==> config.mk <==
export PLATFORM = sky130hd
export DESIGN_NAME = ir_beacon_biphase_framer_core_flat
export DESIGN_NICKNAME = d
export VERILOG_FILES = /design/src/hw/rtl/ibf_pkg.sv /design/src/hw/rtl/ibf_channels_if.sv /design/src/hw/rtl/ir_beacon_biphase_framer_core.sv /design/src/hw/rtl/ibf_frame_seq.sv /design/src/flat_wrapper.sv
export SDC_FILE = /design/constraint.sdc
export NUM_CORES = 1
export LEC_CHECK = 0
export BUFFER_PORTS_ARGS = -buffer_cell sky130_fd_sc_hd__buf_2
export CORE_MARGIN = 10
export CORE_UTILIZATION = 50
export DETAILED_ROUTE_END_ITERATION = 10
export HOLD_SLACK_MARGIN = 0.08
export PLACE_DENSITY = 0.78
export SYNTH_ARGS = -nofsm -noshare
export SYNTH_HDL_FRONTEND = slang
export SYNTH_SLANG_ARGS = --single-unit
==> constraint.sdc <==
create_clock -name clock -period 10.1 [get_ports clock]
set_input_delay 2.02 -clock clock [delete_from_list [all_inputs] [get_ports clock]]
set_output_delay 2.02 -clock clock [all_outputs]
set_load 0.01 [all_outputs]
==> src/hw/rtl/ibf_pkg.sv <==
// Package with the types and constants of the beacon framer.
package ibf_pkg;

   // Field and register widths.
   localparam int TICK_W        = 16;
   localparam int HALF_W        = 4;
   localparam int PATTERN_W     = 8;
   localparam int PATTERN_IDX_W = 3;
   localparam int POS_W         = 4;
   localparam int SEG_W         = 2;
   localparam int CSR_INDEX_W   = 4;
   localparam int CSR_DATA_W    = 16;

   // Register indexes of the configuration port.
   localparam logic [CSR_INDEX_W-1:0] REG_BEACON_PATTERN    = 4'd0;
   localparam logic [CSR_INDEX_W-1:0] REG_HALF_PERIOD_TICKS = 4'd1;

   // Register reset values.
   localparam logic [PATTERN_W-1:0] BEACON_PATTERN_RESET = 8'd0;
   localparam logic [TICK_W-1:0]    HALF_PERIOD_RESET    = 16'd4000;

   // Frame segment codes.
   localparam logic [SEG_W-1:0] SEG_START     = 2'd0;
   localparam logic [SEG_W-1:0] SEG_BITS      = 2'd1;
   localparam logic [SEG_W-1:0] SEG_END_LONG  = 2'd2;
   localparam logic [SEG_W-1:0] SEG_END_SHORT = 2'd3;

   // Segment lengths in half periods.
   localparam logic [HALF_W-1:0] START_HALVES     = 4'd8;
   localparam logic [HALF_W-1:0] BIT_HALVES       = 4'd2;
   localparam logic [HALF_W-1:0] END_LONG_HALVES  = 4'd4;
   localparam logic [HALF_W-1:0] END_SHORT_HALVES = 4'd1;

   // What the sequencer shows for the current transaction.
   typedef struct packed {
      logic carrier_gate;
      logic frame_begin;
   } seq_status_type;

endpackage

==> src/hw/rtl/ibf_channels_if.sv <==
// Handshake channel interfaces of the beacon framer.
interface ibf_req_if;
   logic valid;
   logic ready;
   logic tick;

   modport source (output valid, output tick, input ready);
   modport sink   (input valid, input tick, output ready);
endinterface

interface ibf_rsp_if;
   logic valid;
   logic ready;
   logic carrier_gate;
   logic frame_begin;

   modport source (output valid, output carrier_gate, output frame_begin, input ready);
   modport sink   (input valid, input carrier_gate, input frame_begin, output ready);
endinterface

interface ibf_csr_if;
   logic                               valid;
   logic                               ready;
   logic [ibf_pkg::CSR_INDEX_W-1:0]    index;
   logic [ibf_pkg::CSR_DATA_W-1:0]     data;

   modport source (output valid, output index, output data, input ready);
   modport sink   (input valid, input index, input data, output ready);
endinterface

==> src/hw/rtl/ir_beacon_biphase_framer_core.sv <==
// Top level of the infrared beacon biphase-mark framer.
//
// The block repeats one beacon frame forever and drives a carrier gate. Each
// request transaction carries one tick bit from a timebase; each accepted
// request produces exactly one response transaction carrying carrier_gate
// (the gate level before this tick is applied) and frame_begin (high on the
// first tick of a start burst). A request with tick low only reports the level.
// A frame is an 8 half-period start burst, FRAME_BITS biphase-mark bits sent
// least significant bit first, and an end mark of 4 plus 1 half periods.
// The csr channel writes beacon_pattern (index 0) and half_period_ticks
// (index 1); writes to other indexes are dropped. It is always ready, and is
// meant to be written only while no transaction is in flight.
// The response is registered: it is valid in the cycle after acceptance.
// The block takes one transaction per cycle while the receiver does not stall,
// with a single output register and sequencer counters that advance on each accepted tick.
// When the receiver stalls, the response register holds its transaction and
// req ready stays high only if the register is drained in the same cycle.
// Synchronous reset restores the register defaults, restarts the frame at
// the start burst with the gate high, and empties the response register.
module ir_beacon_biphase_framer_core #(
   parameter int FRAME_BITS = 8
) (
   input  logic       clock,
   input  logic       reset,
   ibf_req_if.sink    req,
   ibf_rsp_if.source  rsp,
   ibf_csr_if.sink    csr
);

   logic [ibf_pkg::PATTERN_W-1:0] beacon_pattern_ff, beacon_pattern_in;
   logic [ibf_pkg::TICK_W-1:0]    half_period_ff, half_period_in;

   logic rsp_valid_ff, rsp_valid_in;
   logic carrier_gate_ff, carrier_gate_in;
   logic frame_begin_ff, frame_begin_in;

   logic                    req_accept;
   ibf_pkg::seq_status_type seq_status;

   // The response register takes a new transaction when empty or draining.
   assign req.ready  = ~rsp_valid_ff | rsp.ready;
   assign req_accept = req.valid & req.ready;
   assign csr.ready  = 1'b1;

   // Configuration decode.
   always_comb begin
      beacon_pattern_in = beacon_pattern_ff;
      half_period_in    = half_period_ff;
      if (csr.valid) begin
         unique case (csr.index)
            ibf_pkg::REG_BEACON_PATTERN:
               beacon_pattern_in = csr.data[ibf_pkg::PATTERN_W-1:0];
            ibf_pkg::REG_HALF_PERIOD_TICKS:
               half_period_in = csr.data[ibf_pkg::TICK_W-1:0];
            default: begin
            end
         endcase
      end
   end

   ibf_frame_seq #(
      .FRAME_BITS(FRAME_BITS)
   ) u_frame_seq (
      .clock             (clock),
      .reset             (reset),
      .step              (req_accept),
      .tick              (req.tick),
      .beacon_pattern    (beacon_pattern_ff),
      .half_period_ticks (half_period_ff),
      .status            (seq_status)
   );

   // Response register.
   assign rsp_valid_in    = req_accept | (rsp_valid_ff & ~rsp.ready);
   assign carrier_gate_in = req_accept ? seq_status.carrier_gate : carrier_gate_ff;
   assign frame_begin_in  = req_accept ? seq_status.frame_begin : frame_begin_ff;

   always_ff @(posedge clock) begin
      if (reset) begin
         rsp_valid_ff      <= 1'b0;
         beacon_pattern_ff <= ibf_pkg::BEACON_PATTERN_RESET;
         half_period_ff    <= ibf_pkg::HALF_PERIOD_RESET;
      end else begin
         rsp_valid_ff      <= rsp_valid_in;
         beacon_pattern_ff <= beacon_pattern_in;
         half_period_ff    <= half_period_in;
      end
   end

   always_ff @(posedge clock) begin
      carrier_gate_ff <= carrier_gate_in;
      frame_begin_ff  <= frame_begin_in;
   end

   assign rsp.valid        = rsp_valid_ff;
   assign rsp.carrier_gate = carrier_gate_ff;
   assign rsp.frame_begin  = frame_begin_ff;

endmodule

==> src/hw/rtl/ibf_frame_seq.sv <==
// Frame sequencer: half-period timer, segment state and gate level.
module ibf_frame_seq #(
   parameter int FRAME_BITS = 8
) (
   input  logic                             clock,
   input  logic                             reset,
   input  logic                             step,
   input  logic                             tick,
   input  logic [ibf_pkg::PATTERN_W-1:0]    beacon_pattern,
   input  logic [ibf_pkg::TICK_W-1:0]       half_period_ticks,
   output ibf_pkg::seq_status_type          status
);

   localparam int BIT_W = (FRAME_BITS > 1) ? $clog2(FRAME_BITS) : 1;
   localparam logic [BIT_W-1:0] LAST_POS = BIT_W'(FRAME_BITS - 1);

   logic [ibf_pkg::SEG_W-1:0]  segment_ff, segment_in;
   logic [ibf_pkg::TICK_W-1:0] tick_count_ff, tick_count_in;
   logic [ibf_pkg::HALF_W-1:0] half_count_ff, half_count_in;
   logic [BIT_W-1:0]           bit_position_ff, bit_position_in;
   logic                       line_level_ff, line_level_in;

   logic [ibf_pkg::TICK_W-1:0] limit;
   logic [ibf_pkg::TICK_W:0]   tick_sum;
   logic                       end_half;
   logic [ibf_pkg::POS_W-1:0]  pos_ext;
   logic                       pattern_bit;
   logic                       advance;

   assign advance  = step & tick;
   assign limit    = (half_period_ticks == '0) ? ibf_pkg::TICK_W'(1) : half_period_ticks;
   assign tick_sum = {1'b0, tick_count_ff} + (ibf_pkg::TICK_W + 1)'(1);
   assign end_half = (tick_sum >= {1'b0, limit});

   // Bits beyond the pattern register are sent as zeros.
   assign pos_ext     = ibf_pkg::POS_W'(bit_position_ff);
   assign pattern_bit = (pos_ext < ibf_pkg::POS_W'(ibf_pkg::PATTERN_W)) ?
                        beacon_pattern[pos_ext[ibf_pkg::PATTERN_IDX_W-1:0]] : 1'b0;

   assign status.carrier_gate = line_level_ff;
   assign status.frame_begin  = tick && (segment_ff == ibf_pkg::SEG_START) &&
                                (half_count_ff == '0) && (tick_count_ff == '0);

   always_comb begin
      segment_in      = segment_ff;
      tick_count_in   = tick_count_ff;
      half_count_in   = half_count_ff;
      bit_position_in = bit_position_ff;
      line_level_in   = line_level_ff;
      if (advance) begin
         if (end_half) begin
            tick_count_in = '0;
            half_count_in = half_count_ff + ibf_pkg::HALF_W'(1);
            unique case (segment_ff)
               ibf_pkg::SEG_BITS: begin
                  if (half_count_in == ibf_pkg::HALF_W'(1)) begin
                     if (pattern_bit) begin
                        line_level_in = ~line_level_ff;
                     end
                  end else if (half_count_in >= ibf_pkg::BIT_HALVES) begin
                     half_count_in = '0;
                     line_level_in = ~line_level_ff;
                     if (bit_position_ff == LAST_POS) begin
                        bit_position_in = '0;
                        segment_in      = ibf_pkg::SEG_END_LONG;
                     end else begin
                        bit_position_in = bit_position_ff + BIT_W'(1);
                     end
                  end
               end
               ibf_pkg::SEG_END_LONG: begin
                  if (half_count_in >= ibf_pkg::END_LONG_HALVES) begin
                     half_count_in = '0;
                     line_level_in = ~line_level_ff;
                     segment_in    = ibf_pkg::SEG_END_SHORT;
                  end
               end
               ibf_pkg::SEG_END_SHORT: begin
                  if (half_count_in >= ibf_pkg::END_SHORT_HALVES) begin
                     segment_in      = ibf_pkg::SEG_START;
                     half_count_in   = '0;
                     bit_position_in = '0;
                     line_level_in   = 1'b1;
                  end
               end
               default: begin
                  segment_in    = ibf_pkg::SEG_START;
                  line_level_in = 1'b1;
                  if (half_count_in >= ibf_pkg::START_HALVES) begin
                     half_count_in   = '0;
                     bit_position_in = '0;
                     line_level_in   = 1'b0;
                     segment_in      = ibf_pkg::SEG_BITS;
                  end
               end
            endcase
         end else begin
            tick_count_in = tick_sum[ibf_pkg::TICK_W-1:0];
         end
      end
   end

   always_ff @(posedge clock) begin
      if (reset) begin
         segment_ff      <= ibf_pkg::SEG_START;
         tick_count_ff   <= '0;
         half_count_ff   <= '0;
         bit_position_ff <= '0;
         line_level_ff   <= 1'b1;
      end else begin
         segment_ff      <= segment_in;
         tick_count_ff   <= tick_count_in;
         half_count_ff   <= half_count_in;
         bit_position_ff <= bit_position_in;
         line_level_ff   <= line_level_in;
      end
   end

endmodule

==> src/flat_wrapper.sv <==
// flat-port wrapper written by rule: the top's interface ports become plain ports
module ir_beacon_biphase_framer_core_flat 
#(
   parameter int FRAME_BITS = 8
)
  (clock, reset, req_valid, req_tick, req_ready, rsp_valid, rsp_carrier_gate, rsp_frame_begin, rsp_ready, csr_valid, csr_index, csr_data, csr_ready);
  ibf_req_if req_i ();
  ibf_rsp_if rsp_i ();
  ibf_csr_if csr_i ();
  input  logic clock;
  input  logic reset;
  input wire logic [$bits(req_i.valid)-1:0] req_valid;
  input wire logic [$bits(req_i.tick)-1:0] req_tick;
  output wire logic [$bits(req_i.ready)-1:0] req_ready;
  output wire logic [$bits(rsp_i.valid)-1:0] rsp_valid;
  output wire logic [$bits(rsp_i.carrier_gate)-1:0] rsp_carrier_gate;
  output wire logic [$bits(rsp_i.frame_begin)-1:0] rsp_frame_begin;
  input wire logic [$bits(rsp_i.ready)-1:0] rsp_ready;
  input wire logic [$bits(csr_i.valid)-1:0] csr_valid;
  input wire logic [$bits(csr_i.index)-1:0] csr_index;
  input wire logic [$bits(csr_i.data)-1:0] csr_data;
  output wire logic [$bits(csr_i.ready)-1:0] csr_ready;
  assign req_i.valid = req_valid;
  assign req_i.tick = req_tick;
  assign req_ready = req_i.ready;
  assign rsp_valid = rsp_i.valid;
  assign rsp_carrier_gate = rsp_i.carrier_gate;
  assign rsp_frame_begin = rsp_i.frame_begin;
  assign rsp_i.ready = rsp_ready;
  assign csr_i.valid = csr_valid;
  assign csr_i.index = csr_index;
  assign csr_i.data = csr_data;
  assign csr_ready = csr_i.ready;
  ir_beacon_biphase_framer_core #(.FRAME_BITS(FRAME_BITS)) u_core (.clock(clock), .reset(reset), .req(req_i), .rsp(rsp_i), .csr(csr_i));
endmodule
# Yosys cells after proc, flatten, opt, wreduce, memory -nomap -nowiden
# Cells that the tools add are included.
# word_totals
word_cells	88
input_bits	26
output_inout_bits	5
reg_bits	53
# op_classes
bitwise	9
eq_ne	13
magnitude_cmp	7
addsub	3
n_reduce_logical	15
mux	31
# op_table
cell	n
$logic_not 16->1	2
$mux 16	2
$mux 4	5
$add 16x1->17 const B	1
$ge 17x16->1	1
$mux 3	5
$reduce_and 7->1	2
$pmux 4 s3	1
$mux 2	5
$ne 2x2->1 const B	5
$mux 1	9
$pmux 3 s3	1
$eq 4x1->1 const B	2
$logic_not 4->1	2
$lt 3x4->1 const B	2
$ne 3x3->1 const B	2
$pmux 2 s3	1
$reduce_and 2->1	3
$reduce_and 6->1	1
$add 4x1->4 const B	1
$eq 2x2->1 const B	2
$ge 4x1->1 const B	1
$ge 4x2->1 const B	1
$ge 4x3->1 const B	1
12 further kinds	20

# Depth between registers and ports, before layout
# logic_depth
word_depth	6
depth_mapped	17
ltp_nobuf	13

# Modules after synthesis
# Synthesis repeated with hierarchy kept, for this count alone.
# unflattened
hier_cells	407
area_unflattened_um2	3503.4
# by_module_without_submodules
module	instances	seq_area_each_um2	area_per_inst_um2	cells_per_inst
ibf_frame_seq	1	520.5	2359.8	297
ir_beacon_biphase_framer_core	1	560.5	1143.6	110

# Worst setup path after synthesis
# OpenSTA, ideal clock, no wires.
# synth_timing
kind	input -> output
start	in rsp_ready
end	out req_ready
arrival_time_ns	2.207
required_ns	8.080
path_buffers	0
setup_slack_ns	5.873
stages	1
path_cell_list	nand2b_1
# synth_between
elab_chain_len	1
# synth_rtl
item	line_no	text
start, declared	flat_wrapper.sv:18	input wire logic [$bits(rsp_i.ready)-1:0] rsp_ready;
$or 1x1->1	ir_beacon_biphase_framer_core.sv:41	assign req.ready = ~rsp_valid_ff | rsp.ready;
end, declared	flat_wrapper.sv:14	output wire logic [$bits(req_i.ready)-1:0] req_ready;
# No other way between the ends.

# Worst setup path after layout
# Same ends and word-level chain as after synthesis.

==> results.md <==
- Status: completed
- Die Area: 0.0104 sq mm
- Area Growth Syn to Fin: 6.24%
- Die width: 102 um
- Ports: 31
- Slew headroom: 0.223
- Util after Layout: 0.554
- Leakage: 1.44 nW
- Residual DRC count: 0
- Syn Nets: 478
- GRT Util Overall: 0.140
- Vias: 2890
- FF-to-FF path depth: 12
- Syn. warnings: 0
- Share of the synthesized area in the top cell type: 0.303
- Routed len/inst: 13.7 um
- Number of diodes: 0
- Post-route ant nets: 0
- Tmin final: 4.46 ns
- Worst setup margin: 5.64 ns
- Post-DP HPWL: 5160 um
- Hold path cells: 2
- PortBufs: 29
- Largest net degree at the start of global routing: 56
- Peak VDD IR: 0.0813 mV
- Largest area contributor in the netlist: dfxtp_1
- Max Fclk: 224 MHz
- Post-Synth Simple-Gate Area: 0.288
- Max Transition Viols Final: 0
- Ratio of cells with drive above 1 in the final layout: 0.114
- CTS HTree Levels: 2
- Tcrit/Tclk final: 0.442
- Worst-margin pin slew: 1.16 ns
- Clk buf depth: 2
- Pwr per Cell Area: 104 mW/mm^2
- Number of global-route vias before repair: 2699
- Initial antenna violation count: 0
- Rows: 29
- Number of synthesized register bits: 53
- Hold Path Class: reg -> reg
- Hold wc startpoint: u_core.half_period_ff[0]
- Max-cap viol count: 0
- Clk pin slew, worst setup/hold paths: 0.10 ns
- Clk_lat worst skew: 0.32 ns
- Post-synthesis cell count: 424
- Mapped cell area: 0.00337 sq mm
- Area contributors post-synth: dfxtp_1 (30%), ha_1 (10%), nand2_1 (7.7%)
- Gpl congestion: 0.859
- CTS buffer count: 5
- Xor/xnor share of the synthesized area: 0.0364
- Power Total: 0.373 mW
- First-pass DRT Iterations: 5
- First-pass GRT wire length: 12100 um
- Layout Cells excl Fill: 508
- Core area: 0.00646 sq mm
- Starting Density: 0.522
- Grt ovf: 0
- CP Max Fanout: 4
- Multiplexer area fraction after synthesis: 0.0527
- Post-CTS Setup Inserts: 0
- Avg Vias per Cell: 5.69
- Final setup TNS: 0 ns
- Cell variety after synth: 56
- Critical path class: in -> out
- Worst R2R End: u_core.u_frame_seq.line_level_ff
- Crit. End Element: output pin
- Asr flop ratio synth: 0
- Max Clock Skew: 0.0125 ns
- Chip Height: 102 um
- CTS tree: built
- Fillers: 605
- Main combinational cell family by area after synthesis: simple AND/OR/NAND/NOR gates
- Predominant post-synthesis flop cell: dfxtp_1
- Avg Cell Area, Syn: 7.94 sq um
- Placed cell count: 500
- Post-synth EDFFs: 2
- DR iter-0 viols: 172
- Compound-Gate Fraction of Synth Area: 0.132
- R2R setup slack: 5.84 ns
- Routed WL: 6980 um
- Req. time, crit path: 8.08 ns
- Post-synthesis sequential area ratio: 0.321
- Final hold violation count: 0
- CTS Hold Bufs: 0
- Setup violators final: 0
- Critical Path AT: 2.44 ns
- RSZ-0062 raised after global routing: no
- Root buf cell: clkbuf_8
- Post-synthesis adder-cell area fraction: 0.104
- CP startpoint kind: primary input
- Dpl ws: 5.64 ns
- Sinks on Clock Net: 53
- Nets@finish: 484
- Post-CTS sizing: 0
- R2r startpoint: u_core.u_frame_seq.tick_count_ff[2]
- Worst Hold End: u_core.half_period_ff[0]
-- report_power, final --
part	total, mW	internal, mW	leakage, nW	switching [mW]
logic	0.0262	0.0103	0.958	0.0159
registers	0.215	0.213	0.428	0.00209
clock network	0.132	0.0520	0.0506	0.0796
total	0.373	0.275	1.44	0.0976
-- through the flow --
stage / area (sq um) / hold slack, ns
after CTS: 3580 / 0.464
after floorplan: 3370 / 0.431
after global routing: 3580 / 0.498
after global placement: 3480 / 0.444
after detailed placement: 3480 / 0.449
final: 3580 / 0.460
-- cell usage in the layout (no fill, tap or decap), types with 3 or more instances in the layout --
master and instances:
and2_1 4, o21ai_0 4, or3_1 3, o21ai_1 7, ha_1 28, buf_2 29
nand3_1 24, xnor2_1 9, nor3b_1 4, dfxtp_1 51, mux2i_1 11, a31oi_1 7
nor2b_1 4, nor4_1 11, nand4_1 4, o31ai_1 6, a211oi_1 4, nand3b_1 6
nand2b_1 7, xor2_1 5, nor3_1 12, inv_1 24, a21oi_1 26, clkbuf_8 5
nand2_1 69, nor2_1 24
-- area by class of cell --
cell class	count	area [sq um]	area share
clock buffers	5	68.8	0.0192
clock inverters	3	28.8	0.00804
inverters	24	90.1	0.0252
multi-input cells	317	2070	0.578
flip-flops and latches	53	1080	0.302
well taps	77	96.3	0.0269
repair buffers	29	145	0.0406
-- flip-flops by register name (all words and copies together) (netlist names) --
name,cells
u_core.u_frame_seq.half_count_ff,4
u_core.u_frame_seq.bit_position_ff,3
u_core.u_frame_seq.segment_ff,2
u_core.u_frame_seq.line_level_ff,1
u_core.u_frame_seq.tick_count_ff,16
u_core.rsp.carrier_gate,1
u_core.rsp.valid,1
u_core.half_period_ff,16
u_core.rsp.frame_begin,1
u_core.beacon_pattern_ff,8
-- cell usage after synthesis, types with 7 or more instances --
cell	number
o21ai_1	7
nor4_1	11
a21oi_1	26
dfxtp_1	51
nor3_1	12
ha_1	28
a31oi_1	7
inv_1	24
nand2b_1	7
nand2_1	69
clkbuf_1	23
nand3_1	24
nor2_1	24
mux2i_1	11
xnor2_1	9
-- worst max-delay path: stages --
cell	delay, ns
buf_2	0.09
nand2b_1	0.17
buf_2	0.16
-- worst max-delay path by stage --
stage	end	slack, ns	startpoint	cells after the start
6_report	req_ready	5.64	rsp_ready	3
5_1_grt	u_core.u_frame_seq.line_level_ff	5.48	u_core.u_frame_seq.tick_count_ff[2]	12
4_1_cts	req_ready	5.64	rsp_ready	3
3_5_place_dp	req_ready	5.64	rsp_ready	3
3_3_place_gp	req_ready	5.66	rsp_ready	3
2_1_floorplan	req_ready	5.87	rsp_ready	1
-- per-layer routing --
metal / wire, um / GRT usage / up-vias
met5: 0 / 0 / -
met3: 376 / 0.0351 / 6
met1: 3400 / 0.181 / 1324
met4: 85 / 0.0521 / 0
li1: - / - / 1484
met2: 3120 / 0.221 / 76
-- cells by family (layout without fill, tap and decap cells) --
family	count (synthesis)	in the layout
buf+inv	54	61
fa+ha+maj	28	28
simple gates	189	189
flops	53	53
xor+xnor	14	14
mux	15	15
other cells	1	1
compound gates	70	70
No activity file was read; power rests on OpenSTA's default activity.
